--- config.mk ---
export PLATFORM = sky130hd
export DESIGN_NAME = serial_tone_command_to_timer_setup
export DESIGN_NICKNAME = d
export VERILOG_FILES = /design/src/rtl/stc_pkg.sv /design/src/rtl/stc_frame.sv /design/src/rtl/stc_div.sv /design/src/rtl/serial_tone_command_to_timer_setup.sv
export SDC_FILE = /design/constraint.sdc
export NUM_CORES = 1
export LEC_CHECK = 0
export ABC_AREA = 1
export BUFFER_PORTS_ARGS = -buffer_cell sky130_fd_sc_hd__buf_2
export CAP_MARGIN = 20
export CORE_UTILIZATION = 30
export DETAILED_ROUTE_END_ITERATION = 8
export HOLD_SLACK_MARGIN = 0.03
export PLACE_DENSITY_LB_ADDON = 0.08
export SLEW_MARGIN = 30
export SYNTH_ARGS = -nofsm -noshare
export SYNTH_HDL_FRONTEND = slang
export SYNTH_HIERARCHICAL = 1
export SYNTH_SLANG_ARGS = --single-unit
export TNS_END_PERCENT = 50
--- constraint.sdc ---
create_clock -name clock -period 4.1 [get_ports clock]
set_input_delay 0.205 -clock clock [delete_from_list [all_inputs] [get_ports clock]]
set_output_delay 0.205 -clock clock [all_outputs]
set_load 0.01 [all_outputs]
--- src/rtl/stc_pkg.sv ---
// Shared types, constants and codes for the serial tone command decoder.
package stc_pkg;

   localparam int FRAME_BYTES = 3;
   localparam logic [1:0] LAST_COUNT = 2'(FRAME_BYTES - 1);

   localparam int ID_W    = 7;
   localparam int FREQ_W  = 13;
   localparam int VELO_W  = 7;
   localparam int DIVD_W  = 18;
   localparam int QUO_W   = 8;
   localparam int STEP_W  = 3;
   localparam int DUTY_W  = 10;

   localparam logic [ID_W-1:0] MOTOR_A_ID_RST = 7'd4;
   localparam logic [ID_W-1:0] MOTOR_B_ID_RST = 7'd5;

   localparam logic [DIVD_W-1:0] K_BAND_LO  = 18'd11730;
   localparam logic [DIVD_W-1:0] K_BAND_MID = 18'd47058;
   localparam logic [DIVD_W-1:0] K_BAND_HI  = 18'd190476;

   localparam logic [FREQ_W-1:0] F_MIN     = 13'd48;
   localparam logic [FREQ_W-1:0] F_LO_TOP  = 13'd188;
   localparam logic [FREQ_W-1:0] F_MID_TOP = 13'd750;
   localparam logic [FREQ_W-1:0] F_MAX     = 13'd2000;

   localparam logic [5:0] VELO_MAX  = 6'd60;
   localparam logic [7:0] DUTY_BASE = 8'd255;

   typedef enum logic [1:0] {
      STAT_RUN   = 2'd0,
      STAT_STOP  = 2'd1,
      STAT_RANGE = 2'd2
   } status_type;

   typedef enum logic [1:0] {
      PRE_DIV64   = 2'd0,
      PRE_DIV256  = 2'd1,
      PRE_DIV1024 = 2'd2
   } prescale_type;

   typedef enum logic [1:0] {
      REG_MOTOR_A_ID = 2'd0,
      REG_MOTOR_B_ID = 2'd1
   } reg_index_type;

   typedef enum logic [1:0] {
      ST_IDLE,
      ST_DIV,
      ST_HOLD
   } state_type;

   typedef struct packed {
      logic              done;
      logic              motor;
      logic [FREQ_W-1:0] freq;
      logic [VELO_W-1:0] velo;
   } frame_type;

endpackage

--- src/rtl/stc_frame.sv ---
// Byte framer: address match, byte counting and payload capture.
module stc_frame import stc_pkg::*; (
   input  logic            clock,
   input  logic            reset,
   input  logic            accept,
   input  logic [7:0]      rx_byte,
   input  logic [ID_W-1:0] motor_a_id,
   input  logic [ID_W-1:0] motor_b_id,
   output frame_type       frame
);

   logic              cap_ff, cap_in;
   logic [1:0]        cnt_ff, cnt_in;
   logic              tgt_ff, tgt_in;
   logic [VELO_W-1:0] pay0_ff, pay0_in;
   logic [VELO_W-1:0] pay1_ff, pay1_in;
   logic              done;

   always_comb begin
      cap_in  = cap_ff;
      cnt_in  = cnt_ff;
      tgt_in  = tgt_ff;
      pay0_in = pay0_ff;
      pay1_in = pay1_ff;
      done    = 1'b0;
      if (accept) begin
         if (rx_byte[7]) begin
            // motor A wins when both ids match
            if (rx_byte[6:0] == motor_a_id) begin
               cap_in = 1'b1;
               tgt_in = 1'b0;
            end else if (rx_byte[6:0] == motor_b_id) begin
               cap_in = 1'b1;
               tgt_in = 1'b1;
            end else begin
               cap_in = 1'b0;
            end
            cnt_in = 2'd0;
         end else if (cap_ff) begin
            if (cnt_ff < LAST_COUNT) begin
               if (cnt_ff[0]) begin
                  pay1_in = rx_byte[6:0];
               end else begin
                  pay0_in = rx_byte[6:0];
               end
               cnt_in = cnt_ff + 2'd1;
            end else begin
               cap_in = 1'b0;
               cnt_in = 2'd0;
               done   = 1'b1;
            end
         end
      end
   end

   always_ff @(posedge clock) begin
      if (reset) begin
         cap_ff <= 1'b0;
         cnt_ff <= 2'd0;
         tgt_ff <= 1'b0;
      end else begin
         cap_ff <= cap_in;
         cnt_ff <= cnt_in;
         tgt_ff <= tgt_in;
      end
   end

   always_ff @(posedge clock) begin
      pay0_ff <= pay0_in;
      pay1_ff <= pay1_in;
   end

   // halved 14-bit frequency
   assign frame.done  = done;
   assign frame.motor = tgt_ff;
   assign frame.freq  = {pay0_ff, pay1_ff[6:1]};
   assign frame.velo  = rx_byte[6:0];

endmodule

--- src/rtl/stc_div.sv ---
// Restoring divider, one quotient bit per cycle, eight-bit quotient.
module stc_div import stc_pkg::*; (
   input  logic              clock,
   input  logic              reset,
   input  logic              start,
   input  logic [DIVD_W-1:0] dividend,
   input  logic [FREQ_W-1:0] divisor,
   output logic              done,
   output logic [QUO_W-1:0]  quotient
);

   localparam int WIDE_W = FREQ_W + QUO_W;

   logic              busy_ff, busy_in;
   logic              done_ff, done_in;
   logic [STEP_W-1:0] step_ff, step_in;
   logic [DIVD_W-1:0] rem_ff, rem_in;
   logic [FREQ_W-1:0] dvs_ff, dvs_in;
   logic [QUO_W-1:0]  quo_ff, quo_in;
   logic [WIDE_W-1:0] shifted;
   logic [WIDE_W-1:0] rem_wide;
   logic              ge;

   // quotient is known to stay below 2^QUO_W, so the divisor starts shifted by QUO_W-1
   assign shifted  = {{QUO_W{1'b0}}, dvs_ff} << step_ff;
   assign rem_wide = {{(WIDE_W-DIVD_W){1'b0}}, rem_ff};
   assign ge       = rem_wide >= shifted;

   always_comb begin
      busy_in = busy_ff;
      done_in = 1'b0;
      step_in = step_ff;
      rem_in  = rem_ff;
      dvs_in  = dvs_ff;
      quo_in  = quo_ff;
      if (start) begin
         busy_in = 1'b1;
         step_in = STEP_W'(QUO_W - 1);
         rem_in  = dividend;
         dvs_in  = divisor;
         quo_in  = '0;
      end else if (busy_ff) begin
         if (ge) begin
            rem_in = DIVD_W'(rem_wide - shifted);
         end
         quo_in  = {quo_ff[QUO_W-2:0], ge};
         step_in = step_ff - STEP_W'(1);
         if (step_ff == '0) begin
            busy_in = 1'b0;
            done_in = 1'b1;
         end
      end
   end

   always_ff @(posedge clock) begin
      if (reset) begin
         busy_ff <= 1'b0;
         done_ff <= 1'b0;
      end else begin
         busy_ff <= busy_in;
         done_ff <= done_in;
      end
   end

   always_ff @(posedge clock) begin
      step_ff <= step_in;
      rem_ff  <= rem_in;
      dvs_ff  <= dvs_in;
      quo_ff  <= quo_in;
   end

   assign done     = done_ff;
   assign quotient = quo_ff;

endmodule

--- src/rtl/serial_tone_command_to_timer_setup.sv ---
// A frame's last byte sends the state machine to ST_DIV for a running tone (8 divide steps)
// and on to ST_HOLD, or straight to ST_HOLD for stop or out of range; ST_HOLD loads the word.
// Throughput: one byte a cycle, except that after a frame's last byte req_ready stays low
// until the shared divider, when used, has finished and the word has moved to the output register.
// Reset: synchronous, active high; capture off, ids back to 4 and 5, output word empty.
module serial_tone_command_to_timer_setup import stc_pkg::*; (
   input  logic              clock,
   input  logic              reset,
   input  logic              req_valid,
   output logic              req_ready,
   input  logic [7:0]        req_rx_byte,
   output logic              rsp_valid,
   input  logic              rsp_ready,
   output logic              rsp_motor_sel,
   output logic [1:0]        rsp_status,
   output logic [1:0]        rsp_prescale_code,
   output logic [QUO_W-1:0]  rsp_period_compare,
   output logic [DUTY_W-1:0] rsp_duty_compare,
   output logic [FREQ_W-1:0] rsp_tone_freq,
   input  logic              csr_valid,
   output logic              csr_ready,
   input  logic [1:0]        csr_index,
   input  logic [ID_W-1:0]   csr_wdata
);

   state_type state_ff, state_in;

   logic [ID_W-1:0] id_a_ff, id_a_in;
   logic [ID_W-1:0] id_b_ff, id_b_in;

   frame_type   frame;
   logic             div_start;
   logic             div_done;
   logic [QUO_W-1:0] quotient;
   logic             req_accept;
   logic             slot_free;

   // decode of the completed frame
   status_type        f_status;
   prescale_type      f_pre;
   logic [DIVD_W-1:0] f_k;
   logic [7:0]        v_dbl;
   logic [5:0]        v_clamp;
   logic [DUTY_W-1:0] f_duty;

   // working word
   logic              motor_ff, motor_in;
   status_type        status_ff, status_in;
   prescale_type      pre_ff, pre_in;
   logic [DUTY_W-1:0] duty_ff, duty_in;
   logic [FREQ_W-1:0] freq_ff, freq_in;

   // output register
   logic              rsp_valid_ff, rsp_valid_in;
   logic              rsp_motor_ff;
   status_type        rsp_status_ff;
   prescale_type      rsp_pre_ff;
   logic [QUO_W-1:0]  rsp_per_ff;
   logic [DUTY_W-1:0] rsp_duty_ff;
   logic [FREQ_W-1:0] rsp_freq_ff;
   logic              load_rsp;

   assign req_accept = req_valid & req_ready;
   assign csr_ready  = 1'b1;
   assign slot_free  = ~rsp_valid_ff | rsp_ready;

   always_comb begin
      id_a_in = id_a_ff;
      id_b_in = id_b_ff;
      if (csr_valid) begin
         case (reg_index_type'(csr_index))
            REG_MOTOR_A_ID: id_a_in = csr_wdata;
            REG_MOTOR_B_ID: id_b_in = csr_wdata;
            default: ;
         endcase
      end
   end

   stc_frame u_frame (
      .clock      (clock),
      .reset      (reset),
      .accept     (req_accept),
      .rx_byte    (req_rx_byte),
      .motor_a_id (id_a_ff),
      .motor_b_id (id_b_ff),
      .frame      (frame)
   );

   always_comb begin
      f_status = STAT_RANGE;
      f_pre    = PRE_DIV64;
      f_k      = K_BAND_HI;
      if (frame.freq == '0) begin
         f_status = STAT_STOP;
      end else if (frame.freq > F_MIN && frame.freq <= F_LO_TOP) begin
         f_status = STAT_RUN;
         f_pre    = PRE_DIV1024;
         f_k      = K_BAND_LO;
      end else if (frame.freq > F_LO_TOP && frame.freq <= F_MID_TOP) begin
         f_status = STAT_RUN;
         f_pre    = PRE_DIV256;
         f_k      = K_BAND_MID;
      end else if (frame.freq > F_MID_TOP && frame.freq <= F_MAX) begin
         f_status = STAT_RUN;
         f_pre    = PRE_DIV64;
         f_k      = K_BAND_HI;
      end
   end

   assign v_dbl   = {frame.velo, 1'b0};
   assign v_clamp = (v_dbl > {2'b00, VELO_MAX}) ? VELO_MAX : v_dbl[5:0];
   assign f_duty  = {DUTY_BASE - {2'b00, v_clamp}, 2'b00};

   stc_div u_div (
      .clock    (clock),
      .reset    (reset),
      .start    (div_start),
      .dividend (f_k),
      .divisor  (frame.freq),
      .done     (div_done),
      .quotient (quotient)
   );

   // next state
   always_comb begin
      state_in = state_ff;
      case (state_ff)
         ST_IDLE: begin
            if (frame.done) begin
               state_in = (f_status == STAT_RUN) ? ST_DIV : ST_HOLD;
            end
         end
         ST_DIV: begin
            if (div_done) begin
               state_in = ST_HOLD;
            end
         end
         ST_HOLD: begin
            if (slot_free) begin
               state_in = ST_IDLE;
            end
         end
         default: state_in = ST_IDLE;
      endcase
   end

   // state outputs
   always_comb begin
      req_ready = 1'b0;
      div_start = 1'b0;
      load_rsp  = 1'b0;
      case (state_ff)
         ST_IDLE: begin
            req_ready = 1'b1;
            div_start = frame.done && (f_status == STAT_RUN);
         end
         ST_DIV:  ;
         ST_HOLD: load_rsp = slot_free;
         default: ;
      endcase
   end

   always_comb begin
      motor_in  = motor_ff;
      status_in = status_ff;
      pre_in    = pre_ff;
      duty_in   = duty_ff;
      freq_in   = freq_ff;
      if (frame.done) begin
         motor_in  = frame.motor;
         status_in = f_status;
         freq_in   = frame.freq;
         pre_in    = (f_status == STAT_RUN) ? f_pre : PRE_DIV64;
         duty_in   = (f_status == STAT_RUN) ? f_duty : '0;
      end
   end

   always_comb begin
      rsp_valid_in = rsp_valid_ff;
      if (load_rsp) begin
         rsp_valid_in = 1'b1;
      end else if (rsp_ready) begin
         rsp_valid_in = 1'b0;
      end
   end

   always_ff @(posedge clock) begin
      if (reset) begin
         state_ff     <= ST_IDLE;
         id_a_ff      <= MOTOR_A_ID_RST;
         id_b_ff      <= MOTOR_B_ID_RST;
         rsp_valid_ff <= 1'b0;
      end else begin
         state_ff     <= state_in;
         id_a_ff      <= id_a_in;
         id_b_ff      <= id_b_in;
         rsp_valid_ff <= rsp_valid_in;
      end
   end

   always_ff @(posedge clock) begin
      motor_ff  <= motor_in;
      status_ff <= status_in;
      pre_ff    <= pre_in;
      duty_ff   <= duty_in;
      freq_ff   <= freq_in;
      if (load_rsp) begin
         rsp_motor_ff  <= motor_ff;
         rsp_status_ff <= status_ff;
         rsp_pre_ff    <= pre_ff;
         rsp_per_ff    <= (status_ff == STAT_RUN) ? quotient : '0;
         rsp_duty_ff   <= duty_ff;
         rsp_freq_ff   <= freq_ff;
      end
   end

   assign rsp_valid          = rsp_valid_ff;
   assign rsp_motor_sel      = rsp_motor_ff;
   assign rsp_status         = rsp_status_ff;
   assign rsp_prescale_code  = rsp_pre_ff;
   assign rsp_period_compare = rsp_per_ff;
   assign rsp_duty_compare   = rsp_duty_ff;
   assign rsp_tone_freq      = rsp_freq_ff;

endmodule

* After elaboration in Yosys (flattened, before gate mapping)
Index checks and enable logic that the tools add are counted.
** Cells by class
- $add $sub $neg :: 4
- Order comparisons :: 9
- Eq/ne operators :: 8
- Shifts and indexed selects :: 1
- Multiplexer cells :: 41
- Bitwise gates (word level) :: 7
- Reductions and logical operators :: 26
** Operators with widths (number)
- two-way mux 18 bit :: 6
- two-way mux 2 bit :: 12
- greater-or-equal comparator 18 x 21 -> 1 bit :: 1
- two-way mux 1 bit :: 21
- << shifter 13 x 3 -> 21 bit :: 1
- subtractor 18 bit :: 1
- == test 7 bit :: 2
- > comparator 13 x 10 -> 1 bit (second input constant) :: 1
- > comparator 13 x 6 -> 1 bit (second input constant) :: 1
- > comparator 13 x 8 -> 1 bit (second input constant) :: 1
- less-or-equal comparator 13 x 10 -> 1 bit (second input constant) :: 1
- less-or-equal comparator 13 x 11 -> 1 bit (second input constant) :: 1
- less-or-equal comparator 13 x 8 -> 1 bit (second input constant) :: 1
- zero test 13 bit :: 1
- AND reduction 5 bit :: 2
- nonzero test 2 bit :: 5
- > comparator 8 x 6 -> 1 bit (second input constant) :: 1
- zero test 2 bit :: 4
- AND reduction 2 bit :: 4
- subtractor 1 x 7 -> 8 bit (first input constant) :: 1
- two-way mux 6 bit :: 1
- one-hot mux 2 bit (3 select lines) :: 1
- AND reduction 3 bit :: 2
- OR reduction 3 bit :: 2
- other kinds (13) :: 22
** Storage, ports and cells
- Register bits :: 143
- Bits of input ports :: 22
- Output and inout port bits :: 39
- Word-level logic and storage cells :: 124

* Longest topological paths before layout
- Depth after elaboration :: 11
- Gate-level depth with buffers :: 20
- Depth with buffers taken out :: 18

* Cells and area by module
The synthesis kept the hierarchy.
** By module, submodules not included
- stc_div :: instances 1, cells an instance 434, area an instance 3106.7 um2, sequential area each 1191.1 um2
- serial_tone_command_to_timer_setup :: instances 1, cells an instance 234, area an instance 2780.2 um2, sequential area each 2021.9 um2
- stc_frame :: instances 1, cells an instance 109, area an instance 895.9 um2, sequential area each 470.5 um2

* Worst setup path before layout
OpenSTA, ideal clock, no wires.
- Path type :: reg-to-reg
- Start point :: register state_ff[0]
- End point :: register u_div.rem_ff[0] (enable)
- Library setup time :: 0.375 ns
- Arrival time :: 2.669 ns
- Data required time :: 3.725 ns
- Setup slack :: 1.056 ns
- Cell stages (with the launch flop) :: 12
- Path buffers :: 2
- Clock period less this slack :: 3.044 ns
- Cell sequence :: dfxtp_1 -> nor3b_1 -> inv_1 -> nor2_1 -> nand2_1 -> nor2_1 -> buf_4 -> inv_1 -> nor2_1 -> inv_1 -> buf_2 -> nand2_1
** On the way
- Word-level cells in the longest chain between the ends :: 8
- Elaborated cells between the ends (all ways) :: 9
- Those cells by class :: mux (3); bitwise (1); reduce/logical (5)
** RTL lines
- start: declaration :: RTL line serial_tone_command_to_timer_setup.sv:26 : state_type state_ff, state_in;
- start signal: assignment :: RTL line serial_tone_command_to_timer_setup.sv:194 : state_ff <= state_in;
- zero test 2 bit * :: RTL line serial_tone_command_to_timer_setup.sv:152 : case (state_ff)
- two-way mux 1 bit * :: RTL line serial_tone_command_to_timer_setup.sv:152
- AND 1 bit * :: RTL line serial_tone_command_to_timer_setup.sv:63 : assign req_accept = req_valid & req_ready;
- via req_accept :: RTL line serial_tone_command_to_timer_setup.sv:35 : logic req_accept;
- two-way mux 1 bit * :: RTL line stc_frame.sv:26 : if (accept) begin
- via u_frame.done :: RTL line stc_frame.sv:17 : logic done;
- logical AND 1 bit * :: RTL line serial_tone_command_to_timer_setup.sv:155 : div_start = frame.done && (f_status == STAT_RUN);
- two-way mux 1 bit * :: RTL line serial_tone_command_to_timer_setup.sv:152
- via div_start :: RTL line serial_tone_command_to_timer_setup.sv:32 : logic div_start;
- nonzero test 2 bit (no line)
- AND reduction 2 bit (no line) *
- end signal: assignment :: RTL line stc_div.sv:67 : rem_ff <= rem_in;
- end: declaration :: RTL line stc_div.sv:17 : logic [DIVD_W-1:0] rem_ff, rem_in;
Mark *: on every way through the listed nets, which the timed path passes. The rest lies on a longest branch.
A chain may end at the register's enable or synchronous reset.

* Final worst setup path
- Start point :: register u_div.step_ff[2]
- End point :: register u_div.rem_ff[3] (enable)
** On the way
- Word-level cells in the longest chain between the ends :: 4
** RTL lines
- start: declaration :: RTL line stc_div.sv:16 : logic [STEP_W-1:0] step_ff, step_in;
- start signal: assignment :: RTL line stc_div.sv:66 : step_ff <= step_in;
- << shifter 13 x 3 -> 21 bit :: RTL line stc_div.sv:25 : assign shifted = {{QUO_W{1'b0}}, dvs_ff} << step_ff;
- greater-or-equal comparator 18 x 21 -> 1 bit :: RTL line stc_div.sv:27 : assign ge = rem_wide >= shifted;
- nonzero test 2 bit (no line)
- AND reduction 2 bit (no line)
Every way passes these cells.

==> results summary <==
The number of resized instances in the post-cts repair step is 0. For this run, the total global-route usage over all layers was measured as 0.149. The initial antenna violation count came to 0. TritonCTS created 17 clock buffers.

The number of distinct standard cells referenced by the synthesized netlist is 38. For this run, design rule violations remaining after detail routing come to 1. The die height is 152 um.

Setup total negative slack on the finished layout was measured at 0 ns. The length in cells of the worst reg-to-reg path came out at 14. The final weighted congestion in routability-driven placement is 0.873. The number of fillers in the final layout is 2275. The number of cells on the worst hold path came out at 1. The total setup buffers inserted after CTS is 0. The floorplan die area is 0.0232 mm^2. Global routing finished with a remaining overflow of 0. The fraction of layout cells with a size suffix above 1 is 0.154. Setup repair after global routing left no endpoint under its margin. The core region is 0.0220 mm^2.

The TritonCTS sink count came out at 134. The total number of nets in the final design came out at 881. The level count of the clock H-tree came out at 4. In this run the most critical hold path is launched from req_rx_byte[6]. Clock-pin slew was measured on the worst setup and hold paths at 0.07 ns. The setup violation total in the final timing report came out at 0.

The peak clock frequency supported by timing is 0.292 GHz. The Yosys step of the flow raised 6 warnings. The first TritonRoute pass finished after 6 iterations. The via count of the first global-routing pass came out at 5064. The diode insertion count for antenna repair is 0. Each instance of the synthesized netlist takes up on average 8.73 um^2.

The register bit total from synthesis came out at 134. The critical path data required time came out at 4.19 ns. The total count of hold-check failures in the final report came out at 0.

The initial utilization of the core area, before any placement, comes to 0.308. The worst-case register-to-register setup slack came out at 0.67 ns. The remaining antenna violation count is 0.

The TritonCTS clock tree is built. The number of flops mapped to enable cells by yosys came out at 100. The endpoint arrival time on the critical path is 3.52 ns. The count of standard-cell rows came out at 54. The worst setup path is captured at a register. The number of vias after detailed routing came out at 5139.

The area added between synthesis and finish is 17.5%. The critical path is of the reg2reg type. The wire length per cell after detailed routing came out at 14.5 um. The reported leakage power came out at 3.38 nW. The shortest clock period the worst path allows after layout is 3.43 ns.

The HPWL reported at the end of detailed placement is 11.9 mm. VDD sags by at most 284 uV. The number of buffers on the longest clock path came out at 2. Dividing the final minimum period by the clock period gives 0.836.

The flow ran to the end, but the final reports show violations. In the synthesized netlist the dominant register cell turns out to be sky130_fd_sc_hd__edfxtp_1. The number of DRC markers after the initial detailed-route iteration is 260. The top fanout value on the critical path is 18.

The actual transition at the worst max-transition pin is 0.788 ns. The wire length of the first global-routing pass is 26.5 mm. Across the routed clock network, the largest skew measured is 0.0205 ns.

The worst hold-check slack came out at 0.0556 ns. The width of the chip is 152 um. The mean number of vias per cell came out at 4.54. The routed design has 16.4 mm of wire. In this run the worst hold path is classified as in2reg. The max-cap check violation count came out at 0.

The tightest slew margin relative to the limit came out at 0.474. The clock latency on the worst-skew pair is 0.43 ns. The sequential-to-total area share from yosys stat came out at 0.543. The maximum number of pins on one net before global-route repair is 43. The final count of pins violating max slew came out at 0.

The root buffer cell chosen for the clock tree is sky130_fd_sc_hd__clkbuf_16. The post-synthesis instance total came out at 777. STA classifies the critical path startpoint as a register. The endpoint identified for the worst register-to-register timing path is u_div/rem_ff[3]. The ratio of total power to cell area is 446 mW/mm^2.

For hold timing, the worst endpoint is u_frame/pay1_ff[6]. The startpoint identified for the worst register-to-register timing path is u_div/step_ff[2]. The share of synthesized flip-flops with an asynchronous set or reset came out at 0. The synthesized area came out at 0.00678 mm^2.

Port buffering added 57 buffers. The final reports fail on design-rule violations. The boundary pin count came out at 61.
==> placed cells by master, fill, tap and decap left out, types with 5 or more instances in the layout <==
cell type                       netlist  final
sky130_fd_sc_hd__dfxtp_1             34     34
sky130_fd_sc_hd__o21ai_0             47     47
sky130_fd_sc_hd__nor2_1              96     93
sky130_fd_sc_hd__nand2_1            217    217
sky130_fd_sc_hd__nand2_2              7      7
sky130_fd_sc_hd__or2_2                5      5
sky130_fd_sc_hd__nand3_1             42     42
sky130_fd_sc_hd__dlygate4sd3_1        0      7
sky130_fd_sc_hd__nor3_2               7      7
sky130_fd_sc_hd__a21oi_1             28     28
sky130_fd_sc_hd__buf_2                5     57
sky130_fd_sc_hd__inv_6                0      5
sky130_fd_sc_hd__clkbuf_16            0     17
sky130_fd_sc_hd__conb_1               2      7
sky130_fd_sc_hd__inv_1               83     83
sky130_fd_sc_hd__ha_1                20     20
sky130_fd_sc_hd__nor2_2               5      7
sky130_fd_sc_hd__edfxtp_1           100    100
sky130_fd_sc_hd__xnor2_1              8      8
sky130_fd_sc_hd__o21ai_1              5      5
==> area by class of cell <==
type                       count  area (um^2)  area share
clock inverter                15          166      0.0209
sequential                   134         3680       0.462
tap                          280          350      0.0440
timing repair buffer          68          405      0.0509
inverter                      88          330      0.0415
clock buffer                  17          425      0.0534
multi-input combinational    529         2610       0.327
==> logic make-up after synthesis <==
group | count (synthesis) | share of synthesized area
and+or+nand+nor | 396 | 0.249
DFF | 134 | 0.543
buffers and inverters | 119 | 0.0773
AOI/OAI and AO/OA | 92 | 0.0725
adders and majority gates | 21 | 0.0398
xor gates and xnor gates | 9 | 0.0116
muxes | 4 | 0.00590
other | 2 | 0.00111
==> per-stage QoR <==
step	total power, mW	utilization	cell area (um^2)	cells	worst slack, ns
2_1_floorplan	1.90	-	6800	782	1.06
3_3_place_gp	2.02	0.330	7280	1091	0.683
3_5_place_dp	2.02	0.330	7280	1091	0.661
4_1_cts	3.60	0.360	7940	1130	0.644
5_1_grt	3.73	0.362	7970	1131	0.331
6_report	3.55	0.362	7970	1131	0.674
==> state kept, by name, indices dropped and copies added, names as in the netlist, 3 cells and up <==
signal,cells
u_div/quotient,8
u_div/rem_ff,18
duty_ff,6
u_frame/pay0_ff,7
u_div/dvs_ff,13
u_div/step_ff,3
rsp_tone_freq,13
u_frame/pay1_ff,6
id_b_ff,7
rsp_period_compare,8
id_a_ff,7
freq_ff,13
rsp_duty_compare,6
==> what timing repair did <==
item	in CTS	in global routing
endpoints found under the hold margin	12	0
hold buffers	7	0
endpoints found under the setup margin	0	0
==> critical path, cell delays in order (launching register included) <==
cell                       delay (ns)
sky130_fd_sc_hd__dfxtp_1         0.64
sky130_fd_sc_hd__clkinv_1        0.50
sky130_fd_sc_hd__or2_2           0.45
sky130_fd_sc_hd__ha_1            0.41
sky130_fd_sc_hd__nand2_1         0.07
sky130_fd_sc_hd__inv_1           0.06
sky130_fd_sc_hd__nand2_1         0.05
sky130_fd_sc_hd__nor2_1          0.18
sky130_fd_sc_hd__nand3_1         0.10
sky130_fd_sc_hd__nand2_1         0.08
sky130_fd_sc_hd__nand2_1         0.05
sky130_fd_sc_hd__nand2_1         0.06
sky130_fd_sc_hd__nand2_2         0.06
sky130_fd_sc_hd__nand2_1         0.07
sky130_fd_sc_hd__buf_4           0.30
==> how the worst max path moves through the flow <==
stage | slack (ns) | cells after the start | startpoint | end
after global routing | 0.33 | 14 | u_div/step_ff[2] | u_div/rem_ff[3]
after detailed placement | 0.66 | 14 | u_div/step_ff[2] | u_div/rem_ff[3]
after CTS | 0.64 | 14 | u_div/step_ff[2] | u_div/rem_ff[3]
final | 0.67 | 14 | u_div/step_ff[2] | u_div/rem_ff[3]
after global placement | 0.68 | 14 | u_div/step_ff[2] | u_div/rem_ff[3]
after floorplan | 1.06 | 11 | state_ff[0] | u_div/rem_ff[0]
==> synthesized netlist by cell type (2+ instances only) <==
cell type	count	area, um^2
sky130_fd_sc_hd__o21bai_1	4	30.0
sky130_fd_sc_hd__nand3b_1	4	30.0
sky130_fd_sc_hd__buf_2	5	25.0
sky130_fd_sc_hd__nor2_1	96	360
sky130_fd_sc_hd__clkbuf_1	8	30.0
sky130_fd_sc_hd__a21oi_2	4	35.0
sky130_fd_sc_hd__nor3_2	7	70.1
sky130_fd_sc_hd__conb_1	2	7.51
sky130_fd_sc_hd__mux2i_1	4	40.0
sky130_fd_sc_hd__ha_1	20	250
sky130_fd_sc_hd__nor2_2	5	31.3
sky130_fd_sc_hd__or2_1	2	12.5
sky130_fd_sc_hd__nand3_2	2	20.0
sky130_fd_sc_hd__edfxtp_1	100	3000
sky130_fd_sc_hd__or2_2	5	31.3
sky130_fd_sc_hd__a21oi_1	28	140
sky130_fd_sc_hd__o21ai_1	5	25.0
sky130_fd_sc_hd__nand3_1	42	210
sky130_fd_sc_hd__nand2_2	7	43.8
sky130_fd_sc_hd__dfxtp_1	34	681
sky130_fd_sc_hd__nand2_1	217	815
sky130_fd_sc_hd__inv_2	4	15.0
sky130_fd_sc_hd__xnor2_1	8	70.1
sky130_fd_sc_hd__buf_4	17	128
sky130_fd_sc_hd__nor3_1	4	20.0
sky130_fd_sc_hd__a31oi_1	3	18.8
sky130_fd_sc_hd__o21ai_0	47	235
sky130_fd_sc_hd__inv_1	83	312
==> layer usage <==
layer	GRT usage	part of all wire
met1	0.178	0.46
met2	0.258	0.49
met3	0.0333	0.028
met4	0.0607	0.020
met5	0	0
==> power breakdown <==
part           internal, mW  leakage (nW)  total (mW)  switching (mW)
combinational         0.175          1.92       0.490           0.314
sequential             1.48          1.18        1.51          0.0276
clock                 0.910         0.283        1.55           0.644
total                  2.57          3.38        3.55           0.986
(Power assumes the default switching activity.)
